[src/hdl/sor_pkg.sv]
// shared types and constants for the symmetry orbit representative core
`default_nettype none

package sor_pkg;

  localparam int STATE_W = 32;
  localparam int PERM_W  = 6;
  localparam int SITE_W  = 5;
  localparam int MASK_W  = 64;
  localparam int CNT_W   = 7;
  localparam int APB_AW  = 5;
  localparam int APB_DW  = 64;

  typedef enum logic {
    CMD_WRITE = 1'b0,
    CMD_QUERY = 1'b1
  } sor_cmd_t;

  typedef enum logic [1:0] {
    REG_SYM_COUNT   = 2'd0,
    REG_USE_SUBSET  = 2'd1,
    REG_SUBSET_MASK = 2'd2
  } sor_reg_t;

  typedef struct packed {
    logic [CNT_W-1:0]  sym_count;
    logic              use_subset;
    logic [MASK_W-1:0] subset_mask;
  } sor_cfg_t;

  // one item travelling down the chain, with the running search result
  typedef struct packed {
    logic               valid;
    logic               command;
    logic [PERM_W-1:0]  perm_index;
    logic [SITE_W-1:0]  site_index;
    logic [SITE_W-1:0]  target_site;
    logic [STATE_W-1:0] state;
    logic               found;
    logic [STATE_W-1:0] best;
    logic [PERM_W-1:0]  best_perm;
    logic [MASK_W-1:0]  ties;
    logic [CNT_W-1:0]   tie_count;
  } sor_item_t;

endpackage

`default_nettype wire

[src/hdl/sor_regs.sv]
// apb configuration registers
`default_nettype none

module sor_regs
  import sor_pkg::*;
(
  input  wire logic              clk,
  input  wire logic              rst,
  input  wire logic              psel,
  input  wire logic              penable,
  input  wire logic              pwrite,
  input  wire logic [APB_AW-1:0] paddr,
  input  wire logic [APB_DW-1:0] pwdata,
  output logic      [APB_DW-1:0] prdata,
  output sor_cfg_t               cfg
);

  logic [1:0] reg_sel;
  logic       wr_en;

  assign reg_sel = paddr[APB_AW-1:3];
  assign wr_en   = psel && penable && pwrite;

  always_ff @(posedge clk) begin
    if (rst) begin
      cfg.sym_count   <= CNT_W'(1);
      cfg.use_subset  <= 1'b0;
      cfg.subset_mask <= '1;
    end else if (wr_en) begin
      case (reg_sel)
        REG_SYM_COUNT:   cfg.sym_count   <= pwdata[CNT_W-1:0];
        REG_USE_SUBSET:  cfg.use_subset  <= pwdata[0];
        REG_SUBSET_MASK: cfg.subset_mask <= pwdata[MASK_W-1:0];
        default: ;
      endcase
    end
  end

  always_comb begin
    case (reg_sel)
      REG_SYM_COUNT:   prdata = APB_DW'(cfg.sym_count);
      REG_USE_SUBSET:  prdata = APB_DW'(cfg.use_subset);
      REG_SUBSET_MASK: prdata = APB_DW'(cfg.subset_mask);
      default:         prdata = '0;
    endcase
  end

endmodule

`default_nettype wire

[config.mk]
export PLATFORM = sky130hd
export DESIGN_NAME = sor_regs
export DESIGN_NICKNAME = d
export VERILOG_FILES = /design/src/hdl/sor_pkg.sv /design/src/hdl/sor_regs.sv
export SDC_FILE = /design/constraint.sdc
export NUM_CORES = 1
export LEC_CHECK = 0
export BUFFER_PORTS_ARGS = -buffer_cell sky130_fd_sc_hd__buf_2
export CORE_UTILIZATION = 39
export CTS_CLUSTER_SIZE = 14
export DETAILED_ROUTE_END_ITERATION = 12
export HOLD_SLACK_MARGIN = 0.1
export PLACE_DENSITY = 0.83
export SYNTH_ARGS = -nofsm -noshare
export SYNTH_HDL_FRONTEND = slang
export SYNTH_SLANG_ARGS = --single-unit
[constraint.sdc]
create_clock -name clk -period 0.87 [get_ports clk]
set_input_delay 0.0435 -clock clk [delete_from_list [all_inputs] [get_ports clk]]
set_output_delay 0.0435 -clock clk [all_outputs]
set_load 0.005 [all_outputs]
==> flow_summary_export.csv <==
group,metric,value,unit
outcome,outcome,"complete, but fails checks",
outcome,violations,"negative setup slack",
worst_setup_path,end_kind,"primary output",
synthesis,syn_area_per_cell,8.87,µm²
worst_setup_path,reg2reg_to,"cfg[2]",
timing,fin_worst_skew,0,ps
min_path,min_from,"penable",
cts,clk_pin_slew_worst_paths,70,ps
floorplan,start_util,40.3,%
cts,cts_tree,"done",
detailed_routing,ant_nets,0,
synthesis,synth_compound_area_share,0.535,%
final_layout,instances_no_fill,818,
placed_design,hpwl,6740,µm
synthesis,synthAdderAreaFrac,0,%
floorplan,core-area,8720,µm²
synthesis,yosys_warnings,0,
worst_setup_path,path_class,"input port to primary output",
placed_design,portBuffers,206,
cts,clock-root-buffer,"clkbuf_8",
synthesis,synth_simple_gate_area_share,28.9,%
timing,slew_viol_final,0,
synthesis,synth_top_cell_area_share,41.1,%
worst_setup_path,cp.arrival,1020,ps
floorplan,die_w,96.9,µm
floorplan,io-pin-count,210,
worst_setup_path,cp_max_fo,6,
grt,grt_usage,24.1,%
detailed_routing,routed_via_density,4.92,
synthesis,synth.distinct_cells,18,
final_layout,reg_top3,"cfg (72)",
floorplan,rows,34,
final_layout,largest_register_ffs,72,
worst_setup_path,reg2reg_depth,5,
detailed_routing,drc,0,
timing,worst_slack,-194,ps
final_layout,regMostFlops,"cfg",
min_path,min_path_cells,4,
synthesis,syn-cell-area,3510,µm²
synthesis,ys_top_cells_by_area,"dfxtp_1 (41%), mux2i_1 (22%), nor2_1 (14%)",
run,maxCapViolations,0,
detailed_routing,wl_per_cell,16.8,µm
final_layout,drive_gt1_share,56.9,%
worst_setup_path,start_kind,"input port",
detailed_routing,drtIter0Drc,110,
detailed_routing,wirelength,13700,µm
final_layout,seq_area,1540,µm²
timing,max_freq,940,MHz
synthesis,yosys.area_share.xor_xnor,0,%
timing,period_needed,1060,ps
placed_design,dp.cells,707,
power,irDropWorstVdd,0.809,mV
grt,grt_overflow_total,0,
power,p_per_area,1180,nW/µm²
placed_design,place.gp.congestion,0.751,
worst_setup_path,cp.required,830,ps
timing,final.period_utilization,122,%
final_layout,multi_input_area,1960,µm²
worst_setup_path,reg2reg_slack,-90,ps
timing,worst_pin_slew,252,ps
worst_setup_path,r2r_start,"cfg[2]",
cts,cts_buffers,9,
final_layout,fillers,533,
synthesis,synth_mux_area_share,22.2,%
final_layout,final_common_cell,"buf_2",
min_path,hold_class,"input port to flop",
cts,htree_levels,3,
synthesis,synth_seq_cells,72,
synthesis,yosysSeqAreaShare,41.1,%
grt,antenna_found_initial,0,
grt,grt_max_degree,49,
timing,rsz0062_at_grt,"yes",
grt,grt_pass1_wl,18400,µm
final_layout,area_growth,89.6,%
power,p_total,7.85,mW
cts,cts_sinks,72,
cts,worstSkewPairLatency,330,ps
floorplan,die_y,96.9,µm
detailed_routing,num_vias,4021,
final_layout,final_cell_mix,"buf_2 (137), nor2_1 (135), buf_6 (83)",
final_layout,antenna_cells,0,
min_path,holdPathEnd,"cfg[64]",
grt,first_global_vias,3832,
synthesis,syn_inst,396,
synthesis,synth_top_area_cell,"dfxtp_1",
timing,hold_viol_final,0,
synthesis,synth_top_family_by_area,"simple AND/OR/NAND/NOR gates",
detailed_routing,drt_pass1_iterations,5,
power,p_leak,2.87,nW
cts,clk_path_buf_depth,2,
timing,finalSetupViolations,77,
final_layout,finalNetCount,780,
timing,slew_headroom,83.0,%
synthesis,syn_nets,470,
timing,setup_tns,-10240,ps
floorplan,die-area,9390,µm²
## layout make-up
type / instances / area share [%]
Clock buffer: 11 / 1.97
Sequential cell: 72 / 23.1
Multi-Input combinational cell: 292 / 29.4
Inverter: 1 / 0.0564
Tap cell: 108 / 2.03
Clock inverter: 4 / 1.05
Timing Repair Buffer: 330 / 42.4
## metal layers
metal	wire (µm)	track usage, %	up-vias	part of all wire, %
met4	566	10.7	0	4.1
met3	977	5.71	48	7.1
met1	5010	24.4	1860	37
li1	-	-	1880	-
met2	7170	46.3	233	52
met5	0	0	-	0
## worst max path at each step
| stage | startpoint | endpoint | slack (ps) | cells past startpoint |
|---|---|---|---|---|
| finish | paddr[3] | prdata[59] | -190 | 6 |
| global route | cfg[67] | prdata[2] | -240 | 3 |
| CTS | cfg[64] | prdata[0] | -160 | 3 |
| detailed placement | pwrite | cfg[32] | -280 | 6 |
| global placement | pwrite | cfg[16] | -190 | 6 |
| floorplan | pwrite | cfg[0] | -40 | 5 |
## cells by family after synthesis
logic type / count (synthesis)
multiplexers: 78
AO/OA/AOI/OAI: 3
flip-flops: 72
buffers and inverters: 32
AND/OR/NAND/NOR: 211
## cells in the mapped netlist, drive strengths merged
cell type / n
nor2: 135
mux2i: 78
dfxtp: 72
and2: 57
clkbuf: 18
buf: 13
nand2b: 13
nor2b: 2
o21ai: 2
inv: 1
nand2: 1
nand3: 1
nor3: 1
nor3b: 1
o41ai: 1
## what timing repair did
item                                    4_1_cts  5_1_grt
endpoints found under the setup margin       97      113
pin swaps                                     1       46
resized for setup                            94      125
setup buffers                                12       16
hold endpoints to repair                     72        0
gates cloned                                  2        5
hold buffers                                 64        0
## metrics by stage
step                      hold WS, ps  setup WS [ps]  area [µm²]  util (%)
after floorplan                   184          -45.0        3520         -
after global routing              135           -243        6660      76.3
after detailed placement          307           -284        4730      54.3
after global placement            297           -188        4730      54.3
final                             150           -194        6660      76.3
after CTS                         125           -164        5970      68.5
## worst max-delay path: stages
cell,delay (ps)
buf_8,90
buf_6,110
nor2b_4,200
bufbuf_16,300
and2_1,150
buf_2,130
## report_power, final
group          switching [mW]  internal (mW)  total, mW
Combinational           0.638           1.05       1.68
Clock                    1.19           1.59       2.79
Sequential             0.0392           3.34       3.38
No activity file was read; power rests on OpenSTA's default activity.
